**src/rtl/core/ucs2_hex_to_utf8_unit_assert.svh**
```systemverilog
// Assertion macros shared by the converter modules.
`ifndef UCS2_HEX_TO_UTF8_UNIT_ASSERT_SVH
`define UCS2_HEX_TO_UTF8_UNIT_ASSERT_SVH

// The consequent must hold in the same cycle as the antecedent.
`define UCS2_ASSERT_NOW(lbl, ante, cons, msg) \
  lbl: assert property (@(posedge clk) disable iff (!rst_n) (ante) |-> (cons)) \
    else $error(msg);

// The consequent must hold in the cycle after the antecedent.
`define UCS2_ASSERT_NEXT(lbl, ante, cons, msg) \
  lbl: assert property (@(posedge clk) disable iff (!rst_n) (ante) |=> (cons)) \
    else $error(msg);

`endif

```
**src/rtl/core/ucs2h_pkg.sv**
```systemverilog
// Types and constants shared by the hex-to-UTF-8 converter modules.
package ucs2h_pkg;

  typedef struct packed {
    logic [7:0] char_in;
    logic       last_char;
  } in_word_t;

  typedef struct packed {
    logic [7:0] out_byte;
    logic       byte_valid;
    logic [1:0] status;
    logic       end_of_text;
  } out_word_t;

  typedef struct packed {
    logic [15:0] unit;
    logic [1:0]  nbytes;
    logic        last;
    logic [1:0]  status;
  } job_t;

  localparam logic [1:0] ST_OK       = 2'd0;
  localparam logic [1:0] ST_BAD_CHAR = 2'd1;
  localparam logic [1:0] ST_BAD_LEN  = 2'd2;
  localparam logic [1:0] ST_NOTHING  = 2'd3;

  localparam logic [12:0] LIMIT_RESET = 13'd256;

  localparam logic [15:0] ONE_BYTE_TOP = 16'h0080;
  localparam logic [15:0] TWO_BYTE_TOP = 16'h0800;
  localparam logic [7:0]  LEAD_TWO     = 8'hC0;
  localparam logic [7:0]  LEAD_THREE   = 8'hE0;
  localparam logic [7:0]  CONT_MARK    = 8'h80;

  localparam logic [7:0] CH_SPACE = 8'h20;
  localparam logic [7:0] CH_TAB   = 8'h09;
  localparam logic [7:0] CH_CR    = 8'h0D;
  localparam logic [7:0] CH_LF    = 8'h0A;
  localparam logic [7:0] CH_DIG0  = 8'h30;
  localparam logic [7:0] CH_DIG9  = 8'h39;
  localparam logic [7:0] CH_UPA   = 8'h41;
  localparam logic [7:0] CH_UPF   = 8'h46;
  localparam logic [7:0] CH_LOWA  = 8'h61;
  localparam logic [7:0] CH_LOWF  = 8'h66;

endpackage

```
**src/rtl/core/ucs2h_front.sv**
```systemverilog
// Front end: classifies characters, gathers code units and plans each word's output.
`include "ucs2_hex_to_utf8_unit_assert.svh"

module ucs2h_front #(
  parameter int HEX_CAPACITY = 512
) (
  input  logic              clk,
  input  logic              rst_n,
  input  logic              cfg_we,
  input  logic [12:0]       cfg_wdata,
  input  logic              acc_en,
  input  ucs2h_pkg::in_word_t in_word,
  output logic              job_push,
  output ucs2h_pkg::job_t   job
);

  localparam logic [10:0] CAP = 11'(HEX_CAPACITY);

  logic [12:0] limit_r;
  logic [9:0]  dc_r, dc_nxt;
  logic [15:0] acc_r, acc_nxt;
  logic        bad_r, bad_nxt;
  logic [12:0] be_r, be_nxt;

  logic        is_hex, is_blank, take, emit;
  logic [3:0]  hval;
  logic [15:0] acc_sh;
  logic [9:0]  dc_inc;
  logic [1:0]  nb;
  logic [1:0]  st;
  logic [7:0]  ch;

  always_comb begin
    ch = in_word.char_in;
    is_hex = 1'b1;
    hval = 4'd0;
    if (ch >= ucs2h_pkg::CH_DIG0 && ch <= ucs2h_pkg::CH_DIG9) begin
      hval = 4'(ch - ucs2h_pkg::CH_DIG0);
    end else if (ch >= ucs2h_pkg::CH_UPA && ch <= ucs2h_pkg::CH_UPF) begin
      hval = 4'(ch - ucs2h_pkg::CH_UPA + 8'd10);
    end else if (ch >= ucs2h_pkg::CH_LOWA && ch <= ucs2h_pkg::CH_LOWF) begin
      hval = 4'(ch - ucs2h_pkg::CH_LOWA + 8'd10);
    end else begin
      is_hex = 1'b0;
    end
    is_blank = (ch == ucs2h_pkg::CH_SPACE) || (ch == ucs2h_pkg::CH_TAB) ||
               (ch == ucs2h_pkg::CH_CR) || (ch == ucs2h_pkg::CH_LF);

    take   = !bad_r && (({1'b0, dc_r} + 11'd1) < CAP);
    dc_inc = dc_r + 10'd1;
    acc_sh = {acc_r[11:0], hval};

    if (acc_sh < ucs2h_pkg::ONE_BYTE_TOP) begin
      nb = 2'd1;
    end else if (acc_sh < ucs2h_pkg::TWO_BYTE_TOP) begin
      nb = 2'd2;
    end else begin
      nb = 2'd3;
    end

    emit = take && is_hex && (dc_inc[1:0] == 2'd0) &&
           (({1'b0, be_r} + 14'd4) < {1'b0, limit_r});

    dc_nxt  = (take && is_hex) ? dc_inc : dc_r;
    acc_nxt = (take && is_hex) ? acc_sh : acc_r;
    be_nxt  = emit ? (be_r + {11'd0, nb}) : be_r;
    bad_nxt = bad_r | (take && !is_hex && !is_blank);

    if (bad_nxt) begin
      st = ucs2h_pkg::ST_BAD_CHAR;
    end else if (dc_nxt < 10'd4 || dc_nxt[1:0] != 2'd0) begin
      st = ucs2h_pkg::ST_BAD_LEN;
    end else if (limit_r < 13'd2 || be_nxt == 13'd0) begin
      st = ucs2h_pkg::ST_NOTHING;
    end else begin
      st = ucs2h_pkg::ST_OK;
    end

    job.unit   = acc_sh;
    job.nbytes = emit ? nb : 2'd0;
    job.last   = in_word.last_char;
    job.status = st;
    job_push   = acc_en && (emit || in_word.last_char);
  end

  always_ff @(posedge clk) begin
    if (!rst_n) begin
      limit_r <= ucs2h_pkg::LIMIT_RESET;
      dc_r    <= '0;
      acc_r   <= '0;
      bad_r   <= 1'b0;
      be_r    <= '0;
    end else begin
      if (cfg_we) begin
        limit_r <= cfg_wdata;
      end
      if (acc_en) begin
        if (in_word.last_char) begin
          dc_r  <= '0;
          acc_r <= '0;
          bad_r <= 1'b0;
          be_r  <= '0;
        end else begin
          dc_r  <= dc_nxt;
          acc_r <= acc_nxt;
          bad_r <= bad_nxt;
          be_r  <= be_nxt;
        end
      end
    end
  end

  `UCS2_ASSERT_NOW(a_dc_below_cap, 1'b1, ({1'b0, dc_r} < CAP), "digit count reached capacity")

endmodule

```
**src/rtl/core/ucs2h_fifo.sv**
```systemverilog
// Short show-ahead queue of planned words between the front and back ends.
`include "ucs2_hex_to_utf8_unit_assert.svh"

module ucs2h_fifo #(
  parameter int DEPTH = 4
) (
  input  logic            clk,
  input  logic            rst_n,
  input  logic            wr_en,
  input  ucs2h_pkg::job_t wr_data,
  input  logic            rd_en,
  output ucs2h_pkg::job_t rd_data,
  output logic            full,
  output logic            empty
);

  localparam int AW = $clog2(DEPTH);
  localparam int CW = $clog2(DEPTH + 1);
  localparam logic [AW-1:0] LAST_PTR = AW'(DEPTH - 1);
  localparam logic [CW-1:0] FULL_CNT = CW'(DEPTH);

  ucs2h_pkg::job_t mem [DEPTH];
  logic [AW-1:0] wp_r, rp_r;
  logic [CW-1:0] cnt_r;
  logic          do_wr, do_rd;

  assign full    = (cnt_r == FULL_CNT);
  assign empty   = (cnt_r == '0);
  assign do_wr   = wr_en && !full;
  assign do_rd   = rd_en && !empty;
  assign rd_data = mem[rp_r];

  always_ff @(posedge clk) begin
    if (do_wr) begin
      mem[wp_r] <= wr_data;
    end
  end

  always_ff @(posedge clk) begin
    if (!rst_n) begin
      wp_r  <= '0;
      rp_r  <= '0;
      cnt_r <= '0;
    end else begin
      if (do_wr) begin
        wp_r <= (wp_r == LAST_PTR) ? '0 : wp_r + 1'b1;
      end
      if (do_rd) begin
        rp_r <= (rp_r == LAST_PTR) ? '0 : rp_r + 1'b1;
      end
      if (do_wr && !do_rd) begin
        cnt_r <= cnt_r + 1'b1;
      end else if (do_rd && !do_wr) begin
        cnt_r <= cnt_r - 1'b1;
      end
    end
  end

  `UCS2_ASSERT_NOW(a_cnt_bound, 1'b1, (cnt_r <= FULL_CNT), "queue count beyond depth")
  `UCS2_ASSERT_NOW(a_no_overrun, wr_en, !full, "word pushed into a full queue")

endmodule

```
**src/rtl/core/ucs2h_back.sv**
```systemverilog
// Back end: expands each planned word into UTF-8 bytes and a closing status.
`include "ucs2_hex_to_utf8_unit_assert.svh"

module ucs2h_back (
  input  logic                  clk,
  input  logic                  rst_n,
  input  ucs2h_pkg::job_t       head,
  input  logic                  q_empty,
  output logic                  q_pop,
  input  logic                  pop,
  output logic                  empty,
  output ucs2h_pkg::out_word_t  out_data
);

  logic                 ov_r;
  ucs2h_pkg::out_word_t od_r, res;
  logic [1:0]           idx_r;
  logic [2:0]           total;
  logic                 slot_free, advance, done;

  always_comb begin
    slot_free = !ov_r || pop;
    advance   = !q_empty && slot_free;
    total     = {1'b0, head.nbytes} + {2'b00, head.last};
    done      = (({1'b0, idx_r} + 3'd1) == total);
    q_pop     = advance && done;

    res = '0;
    if (idx_r < head.nbytes) begin
      res.byte_valid = 1'b1;
      case ({head.nbytes, idx_r})
        4'b01_00: res.out_byte = head.unit[7:0];
        4'b10_00: res.out_byte = ucs2h_pkg::LEAD_TWO | {3'b000, head.unit[10:6]};
        4'b10_01: res.out_byte = ucs2h_pkg::CONT_MARK | {2'b00, head.unit[5:0]};
        4'b11_00: res.out_byte = ucs2h_pkg::LEAD_THREE | {4'b0000, head.unit[15:12]};
        4'b11_01: res.out_byte = ucs2h_pkg::CONT_MARK | {2'b00, head.unit[11:6]};
        4'b11_10: res.out_byte = ucs2h_pkg::CONT_MARK | {2'b00, head.unit[5:0]};
        default:  res.out_byte = 8'd0;
      endcase
    end else begin
      res.status      = head.status;
      res.end_of_text = 1'b1;
    end
  end

  always_ff @(posedge clk) begin
    if (!rst_n) begin
      ov_r  <= 1'b0;
      idx_r <= '0;
    end else begin
      if (advance) begin
        ov_r  <= 1'b1;
        idx_r <= done ? 2'd0 : idx_r + 2'd1;
      end else if (pop) begin
        ov_r <= 1'b0;
      end
    end
  end

  always_ff @(posedge clk) begin
    if (advance) begin
      od_r <= res;
    end
  end

  assign empty    = !ov_r;
  assign out_data = od_r;

  `UCS2_ASSERT_NOW(a_status_clean, (ov_r && od_r.end_of_text),
    (!od_r.byte_valid && od_r.out_byte == 8'd0), "status word carries byte data")
  `UCS2_ASSERT_NEXT(a_idx_reset, q_pop, (idx_r == 2'd0), "byte index not rewound after word")

endmodule

```
**src/rtl/core/ucs2_hex_to_utf8_unit.sv**
```systemverilog
// Top level of the hex-coded UCS-2 to UTF-8 converter.
//
// Input queue side: a character word is taken at a rising edge with push high
// and full low; last_char marks the final character of a text.
// Result queue side: while empty is low the oldest result word is on out_data;
// it is taken at a rising edge with pop high. Data words carry one UTF-8 byte
// with byte_valid set; each text closes with one status word (end_of_text set).
// Configuration: cfg_we writes cfg_wdata into the output limit at once.
// One character is accepted every cycle while the word queue has room. The
// first result of a character passes through the word queue and then the back
// end's output register. The back end delivers one result word per cycle while
// the receiver pops, so a character giving three bytes and a status yields four
// result words; the word queue between front and back end absorbs such bursts.
// When the receiver stalls, the held result stays, the queue fills and full
// rises; nothing is lost.
// Reset clears the text state and both queues and sets the limit to 256.
module ucs2_hex_to_utf8_unit #(
  parameter int HEX_CAPACITY = 512,
  parameter int QUEUE_DEPTH  = 4
) (
  input  logic                 clk,
  input  logic                 rst_n,
  input  logic                 cfg_we,
  input  logic [12:0]          cfg_wdata,
  input  logic                 push,
  output logic                 full,
  input  ucs2h_pkg::in_word_t  in_data,
  output logic                 empty,
  input  logic                 pop,
  output ucs2h_pkg::out_word_t out_data
);

  ucs2h_pkg::job_t job, head;
  logic            job_push, q_full, q_empty, q_pop, acc_en;

  assign full   = q_full;
  assign acc_en = push && !q_full;

  ucs2h_front #(
    .HEX_CAPACITY(HEX_CAPACITY)
  ) u_front (
    .clk      (clk),
    .rst_n    (rst_n),
    .cfg_we   (cfg_we),
    .cfg_wdata(cfg_wdata),
    .acc_en   (acc_en),
    .in_word  (in_data),
    .job_push (job_push),
    .job      (job)
  );

  ucs2h_fifo #(
    .DEPTH(QUEUE_DEPTH)
  ) u_fifo (
    .clk    (clk),
    .rst_n  (rst_n),
    .wr_en  (job_push),
    .wr_data(job),
    .rd_en  (q_pop),
    .rd_data(head),
    .full   (q_full),
    .empty  (q_empty)
  );

  ucs2h_back u_back (
    .clk     (clk),
    .rst_n   (rst_n),
    .head    (head),
    .q_empty (q_empty),
    .q_pop   (q_pop),
    .pop     (pop),
    .empty   (empty),
    .out_data(out_data)
  );

endmodule

```
**config.mk**
```make
export PLATFORM = sky130hd
export DESIGN_NAME = ucs2_hex_to_utf8_unit
export DESIGN_NICKNAME = d
export VERILOG_FILES = /design/src/rtl/core/ucs2h_pkg.sv /design/src/rtl/core/ucs2h_front.sv /design/src/rtl/core/ucs2h_fifo.sv /design/src/rtl/core/ucs2h_back.sv /design/src/rtl/core/ucs2_hex_to_utf8_unit.sv
export VERILOG_INCLUDE_DIRS = /design/src /design/src/rtl/core
export SDC_FILE = /design/constraint.sdc
export NUM_CORES = 1
export LEC_CHECK = 0
export ABC_AREA = 1
export BUFFER_PORTS_ARGS = -buffer_cell sky130_fd_sc_hd__buf_2
export CAP_MARGIN = 20
export CORE_MARGIN = 3
export CORE_UTILIZATION = 60
export CTS_BUF_LIST = sky130_fd_sc_hd__clkbuf_8
export CTS_CLUSTER_DIAMETER = 60
export DETAILED_ROUTE_END_ITERATION = 16
export PLACE_DENSITY = 0.78
export SLEW_MARGIN = 40
export SYNTH_ARGS = -nofsm -noshare
export SYNTH_HDL_FRONTEND = slang
export SYNTH_SLANG_ARGS = --single-unit
```
**constraint.sdc**
```tcl
create_clock -name clk -period 4.45 [get_ports clk]
set_input_delay 0.445 -clock clk [delete_from_list [all_inputs] [get_ports clk]]
set_output_delay 0.445 -clock clk [all_outputs]
set_load 0.005 [all_outputs]
```
# --- Word level (Yosys, flattened, before mapping) ---
# Memories as Yosys holds them, arrays and structs flattened. A register that Yosys moved wholly into a read port is not among the register bits.
# Cells that the tools add are included.
word_totals:
  reg_bits: 71
  mem_count: 1
  inputBits: 27
  mem_bits_rw: 84
  out_inout_bits: 14
  wordCells: 133
memory_table:
  columns: ["name", "depth", "word_bits", "read_ports", "rd_ports_with_merged_regs", "write_ports", "line_no", "text"]
  rows:
  - ["u_fifo.mem", 4, 21, 1, 1, 1, "ucs2h_fifo.sv:22", "ucs2h_pkg::job_t mem [DEPTH];"]
op_classes:
  order_cmp: 13
  n_eq_ne: 14
  bitwise: 1
  reduce_logical: 41
  n_addsub: 16
  n_mux: 33
op_table:
  columns: ["cell", "count"]
  rows:
  - ["8-bit case mux with 5 select lines", 1]
  - ["13-bit 2-to-1 mux", 2]
  - ["8-bit by 4-bit == test with 1-bit output, second input constant", 3]
  - ["12-bit 2-to-1 mux", 2]
  - ["4-bit == test, second input constant", 5]
  - ["10-bit 2-to-1 mux", 2]
  - ["2-bit 2-to-1 mux", 10]
  - ["1-bit logical AND", 17]
  - ["8-bit by 7-bit >= comparator with 1-bit output, second input constant", 2]
  - ["8-bit by 7-bit <= comparator with 1-bit output, second input constant", 2]
  - ["16-bit by 12-bit < comparator with 1-bit output, second input constant", 1]
  - ["16-bit by 8-bit < comparator with 1-bit output, second input constant", 1]
  - ["13-bit by 3-bit adder with 14-bit output, second input constant", 1]
  - ["14-bit by 13-bit < comparator with 1-bit output", 1]
  - ["13-bit by 2-bit adder with 13-bit output", 1]
  - ["13-bit logical NOT", 1]
  - ["13-bit by 2-bit < comparator with 1-bit output, second input constant", 1]
  - ["4-bit 2-to-1 mux", 3]
  - ["4-bit by 1-bit subtractor with 4-bit output, second input constant", 3]
  - ["10-bit by 1-bit adder with 11-bit output, second input constant", 1]
  - ["11-bit by 10-bit < comparator with 1-bit output, second input constant", 1]
  - ["1-bit 2-to-1 mux", 11]
  - ["10-bit by 1-bit adder with 10-bit output, second input constant", 1]
  - ["10-bit by 3-bit < comparator with 1-bit output, second input constant", 1]
  - ["23 further kinds", 44]

# --- Longest topological paths before layout ---
logic_depth:
  word_depth: 15
  mapped_depth: 24

# --- Cells and area by module ---
# A second synthesis with hierarchy kept.
hier_totals:
  hier_cells: 905
  area_unflattened_um2: 8017.7
modules_own_cells:
  columns: ["mod", "seq_area_each_um2", "cells_per_inst", "n_inst", "area_per_inst_um2"]
  rows:
  - ["ucs2h_fifo", 2702.6, 276, 1, 3671.0]
  - ["ucs2h_front", 980.9, 526, 1, 3443.3]
  - ["ucs2h_back", 420.4, 101, 1, 893.4]
  - ["ucs2_hex_to_utf8_unit", 0.0, 2, 1, 10.0]

# --- Worst setup path after synthesis ---
# No wires, ideal clock.
synth_timing:
  path_kind: "reg-to-reg"
  from: "register u_front.be_r[2]"
  to: "memory u_fifo.mem[0][0] (netlist bit), enable pin"
  t_arrival_ns: 3.456
  n_path_buf: 1
  stages_incl_launch_ff: 15
  synth_period_minus_slack_ns: 3.855
  slack_ns: 0.595
  path_cell_list: "dfxtp_1 > ha_1 > nand2_1 > nor4_1 > nand3_1 > xor2_1 > ha_1 > nand2_1 > nand4_1 > a31oi_4 > nand3_4 > buf_6 > a21oi_2 > inv_2 > nor2_1"
synth_between:
  elab_chain_len: 8
synth_lines:
  columns: ["item", "line_no", "text"]
  rows:
  - ["from (decl)", "ucs2h_front.sv:23", "logic [12:0] be_r, be_nxt;"]
  - ["from (signal assigned)", "ucs2h_front.sv:107", "be_r <= be_nxt;"]
  - ["13-bit by 3-bit adder with 14-bit output", "ucs2h_front.sv:62", "(({1'b0, be_r} + 14'd4) < {1'b0, limit_r});"]
  - ["14-bit by 13-bit < comparator with 1-bit output", "ucs2h_front.sv:62", null]
  - ["1-bit logical AND", "ucs2h_front.sv:61", "emit = take && is_hex && (dc_inc[1:0] == 2'd0) &&"]
  - ["1-bit logical OR", "ucs2h_front.sv:83", "job_push = acc_en && (emit || in_word.last_char);"]
  - ["1-bit logical AND", "ucs2h_front.sv:83", null]
  - ["1-bit logical AND", "ucs2h_fifo.sv:29", "assign do_wr = wr_en && !full;"]
  - ["net u_fifo.do_wr", "ucs2h_fifo.sv:25", "logic do_wr, do_rd;"]
  - ["1-bit 2-to-1 mux", "ucs2h_fifo.sv:34", "if (do_wr) begin"]
  - ["1-bit 2-to-1 mux (implied by the code)", "ucs2h_fifo.sv:35", "mem[wp_r] <= wr_data;"]
  - ["to (decl)", "ucs2h_fifo.sv:22", null]
# The timed path passes the listed nets, and every way through them passes these cells.

# --- Worst setup path in the final report ---
layout_timing:
  from: "register u_front.be_r[2]"
  to: "register u_fifo.cnt_r[2]"
layout_between:
  elab_chain_len: 9
  word_cells_on_any_way: 11
layout_lines:
  columns: ["item", "line_no", "text"]
  rows:
  - ["13-bit by 3-bit adder with 14-bit output *", "ucs2h_front.sv:62", null]
  - ["14-bit by 13-bit < comparator with 1-bit output *", "ucs2h_front.sv:62", null]
  - ["1-bit logical AND *", "ucs2h_front.sv:61", null]
  - ["1-bit logical OR *", "ucs2h_front.sv:83", null]
  - ["1-bit logical AND *", "ucs2h_front.sv:83", null]
  - ["1-bit logical AND *", "ucs2h_fifo.sv:29", null]
  - ["net u_fifo.do_wr", "ucs2h_fifo.sv:25", null]
  - ["1-bit logical NOT", "ucs2h_fifo.sv:53", "end else if (do_rd && !do_wr) begin"]
  - ["1-bit logical AND", "ucs2h_fifo.sv:53", null]
  - ["2-bit nonzero test (no source line)", null, null]
  - ["to (signal assigned)", "ucs2h_fifo.sv:52", "cnt_r <= cnt_r + 1'b1;"]
  - ["to (signal assigned)", "ucs2h_fifo.sv:54", "cnt_r <= cnt_r - 1'b1;"]
  - ["to (decl)", "ucs2h_fifo.sv:24", "logic [CW-1:0] cnt_r;"]
# Mark *: on every way through the listed nets, which the timed path passes. The rest lies on a longest branch.
# A chain may end at the register's enable or synchronous reset.

==> results by group <==
Place
  – Final HPWL DP: just over 10 mm
  – Placed Area: 8154 µm²
  – Port-buffer cells: 40
  – Instance count after placement with tap cells included: about 1100
  – GPL Wtd Cong: just over 0.9

Logic synthesis
  – Sequential area share after synthesis: 52.66%
  – Cell count after synthesis: 875
  – Post-synthesis cell type count: 46
  – Avg Cell Area, Syn: a little under 9 µm²
  – Main area contributors after synthesis: sky130_fd_sc_hd__edfxtp_1, sky130_fd_sc_hd__dfxtp_1, sky130_fd_sc_hd__nand2_1
  – Number of synthesized flops with an enable pin: 96
  – Total nets after synthesis: between 900 and 1000
  – Top cell type by total area after synthesis: sky130_fd_sc_hd__edfxtp_1
  – Synth top area share: 36.99%
  – Cell area after technology mapping: 7794 µm²
  – Async set or reset register ratio after synthesis: 0%
  – Count of warnings emitted by yosys: 0
  – Dominant synthesized flop cell: sky130_fd_sc_hd__edfxtp_1
  – Number of storage elements in the synthesis netlist: 157

Setup path
  – Crit. End Element: flop
  – Buffer and inverter count on the worst path: 1
  – Path depth of the worst reg2reg path: 19
  – Reg2reg end: u_fifo.cnt_r[2]
  – Chain of cells forming the critical path: ha_1 > nand2_1 > nor4_1 > nand3_1 > xor2_1 > ha_1 > nand2_1 > nand4_1 > a31oi_4 > nand3_4 > a21oi_2 > ha_1 > inv_1 > fa_1 > nor2_1 > nor2_1 > nand2_1 > o21ai_0 > a21oi_1
  – Highest net fanout along the worst path: 16
  – Setup Crit Path Kind: flop to flop
  – Gate family responsible for the most delay along the worst path: simple AND/OR/NAND/NOR gates
  – Worst R2R Start: u_front.be_r[2]
  – Crit path launch type: flop
  – Arr. time, crit path: 4480 ps
  – Reg2reg setup slack: 350 ps
  – CP max stage cell: sky130_fd_sc_hd__dfxtp_1
  – Biggest cell delay along the critical path: 440 ps
  – Worst EP required: around 4800 ps

Power and ir drop
  – Overall power consumption: 3.895 mW
  – IR Drop Worst-Case VDD: approximately 0.21 mV
  – Power density relative to cell area: 454.1 nW/µm²
  – Leakage component of the power: approximately 3.4 nW

CTS
  – TritonCTS Buffers: 17
  – TritonCTS clock tree: built
  – Buffer cell driving the clock tree root: sky130_fd_sc_hd__clkbuf_8
  – Deepest clock path buffer count: 2
  – Cts repair resizes: 0
  – Worst-skew pair later-pin latency: ~450 ps
  – Post-CTS setup buffers: 0
  – Cts-stage hold buffer count: 0
  – Maximum level of the CTS H-tree: 4
  – Clock slew at reported path FFs: 80 ps
  – Total clock sinks: 157

Global routing
  – Aggregate global routing overflow: 0
  – Wire length of the first global-routing pass: around 25 mm
  – Total routing resource utilization after global routing: between 20% and 30%
  – Initial antenna violation count: 0
  – Via count of the first global-routing pass: 5437
  – Maximum number of pins on one net before global-route repair: 41

Route
  – Via count: 5815
  – Detailed-route DRC error count: 0
  – 1st-pass router iterations: 5
  – Aggregate routed wire length: between 10 and 15 mm
  – Average detailed-routed wire length per instance: 13.66 µm
  – ANT nets after route: 0
  – Post-DR vias/cell: 5.315
  – Detailed router's first-iteration violation count: 373

Floorplan
  – Floorplan row count: 41
  – Die ar.: 14390 µm²
  – Top-level I/O count: 41
  – Die span in x: 120.0 µm
  – Std-Cell Core Area: around 13000 µm²
  – Die span in y: between 100 and 150 µm
  – Starting density of the core: between 60% and 70%

Cells and area
  – Multi-input gate area: 3206 µm²
  – Count of filler cells inserted in the layout: 1044
  – Total inserted antenna cells: 0
  – Cell area after layout: 8578 µm²
  – Area of all sequential standard cells: 4104 µm²
  – Total Nets Final: 972
  – Share of the core filled with cells in the final layout: 67.70%
  – Share of layout cells above drive strength 1: 12.47%
  – Most common cell after layout, fill and taps aside: sky130_fd_sc_hd__nand2_1
  – Non-filler instance count after layout: 1094
  – Syn-to-layout area delta: 10.07%
  – Most frequent cells in the layout: sky130_fd_sc_hd__nand2_1, sky130_fd_sc_hd__edfxtp_1, sky130_fd_sc_hd__inv_1

STA
  – Transition time of the tightest slew-check pin: between 700 and 800 ps
  – Count of endpoints failing setup in the final report: 0
  – Setup repair after global routing missed its margin: false
  – Final total negative setup slack: 0 ps
  – Worst slew margin relative to its limit: 49.40%
  – Hold Fails Final Rpt: 0
  – Final period utilization: 92.02%
  – Maximum clock skew at final layout: 12.11 ps
  – Max frequency: around 240 MHz
  – Final Max Tran Viols: 0
  – Fin crit period: 4095 ps

Worst hold path
  – Startpoint of the most critical hold path: cfg_wdata[8]
  – Worst min-delay path category: input pin to flop
  – Hold Path Cell Cnt: 3
  – Hold Path End: u_front.limit_r[8]

Status
  – Status: completed

Flow run
  – Max capacitance violation total: 0
## report_power, final
group / internal (mW) / switching [mW] / total, mW
clock network: 0.564 / 0.540 / 1.10
registers: 1.72 / 0.0473 / 1.77
logic: 0.353 / 0.673 / 1.03
total: 2.63 / 1.26 / 3.90
## how the worst max path moves through the flow
stage / startpoint / slack (ps) / endpoint / cells after the start
final: u_front.be_r[2] / 350 / u_fifo.cnt_r[2] / 19
after global routing: u_front.be_r[2] / 7 / u_fifo.cnt_r[2] / 19
after CTS: u_front.be_r[2] / 380 / u_fifo.cnt_r[2] / 19
after detailed placement: u_front.be_r[2] / 400 / u_fifo.cnt_r[2] / 19
after global placement: u_front.be_r[2] / 590 / u_fifo.cnt_r[2] / 19
after floorplan: u_front.be_r[2] / 590 / u_fifo.mem[0][0] / 14
## logic make-up (layout without fill, tap and decap cells)
family	Yosys count	count (layout)	synth area share (%)
mux	1	1	0.1284
simple gates	362	362	19.91
flops	157	157	52.66
buf+inv	126	173	6.502
compound gates	168	168	12.02
fa+ha+maj	36	36	5.972
xor+xnor	25	25	2.809
## tightest hold or removal path: cells and delay by family
family | cells | cell delay [ps]
buffers and inverters | 1 | 80
AO/OA/AOI/OAI | 2 | 120
## area by class of cell
class	count	area share, %
Clock buffer	17	2.728
Clock inverter	15	2.217
Inverter	91	3.982
Multi-Input combinational cell	592	37.37
Sequential cell	157	47.84
Tap cell	172	2.509
Timing Repair Buffer	50	3.355
## sequential cells by signal, indices dropped and copies added (netlist names), named ones only
signal           cells
u_front.dc_r        10
u_fifo.wp_r          2
u_fifo.rp_r          2
u_front.bad_r        1
u_front.acc_r       12
u_fifo.cnt_r         3
u_back.out_data     12
u_front.limit_r     13
u_back.ov_r          1
u_back.idx_r         2
u_fifo.mem          84
u_front.be_r        13
## cell usage after synthesis (2+ instances only)
library cell / count
sky130_fd_sc_hd__xnor2_1: 9
sky130_fd_sc_hd__nand2_1: 196
sky130_fd_sc_hd__a21oi_1: 81
sky130_fd_sc_hd__or2_2: 8
sky130_fd_sc_hd__o211ai_1: 2
sky130_fd_sc_hd__nand3_1: 26
sky130_fd_sc_hd__nor2_1: 89
sky130_fd_sc_hd__o22ai_1: 7
sky130_fd_sc_hd__buf_6: 3
sky130_fd_sc_hd__o21ai_1: 6
sky130_fd_sc_hd__buf_2: 9
sky130_fd_sc_hd__fa_1: 2
sky130_fd_sc_hd__nand2_2: 5
sky130_fd_sc_hd__xor2_1: 16
sky130_fd_sc_hd__o21ai_0: 52
sky130_fd_sc_hd__a32o_1: 2
sky130_fd_sc_hd__inv_2: 6
sky130_fd_sc_hd__nand4_1: 15
sky130_fd_sc_hd__buf_1: 2
sky130_fd_sc_hd__nor3_1: 7
sky130_fd_sc_hd__a211oi_1: 4
sky130_fd_sc_hd__or2_1: 2
sky130_fd_sc_hd__a221oi_1: 7
sky130_fd_sc_hd__clkbuf_1: 21
sky130_fd_sc_hd__inv_1: 85
sky130_fd_sc_hd__edfxtp_1: 96
sky130_fd_sc_hd__nor4_1: 5
sky130_fd_sc_hd__dfxtp_1: 61
sky130_fd_sc_hd__ha_1: 34
## through the flow
step | hold WS [ps] | worst slack, ps
6_report | 220.6 | 354.9
5_1_grt | 233.2 | 6.666
4_1_cts | 201.6 | 376.2
3_5_place_dp | 463.2 | 399.6
3_3_place_gp | 453.5 | 594.7
2_1_floorplan | 439.1 | 594.9
## layer usage
layer  routed length [µm]  up-vias  track usage (%)
li1                     -     3005                -
met1                 6527     2662            26.82
met2                 7437      123            37.48
met3                  634       25            4.571
met4                  341        0            8.447
met5                    0        -                0
Power figures use the tool's default switching activity.
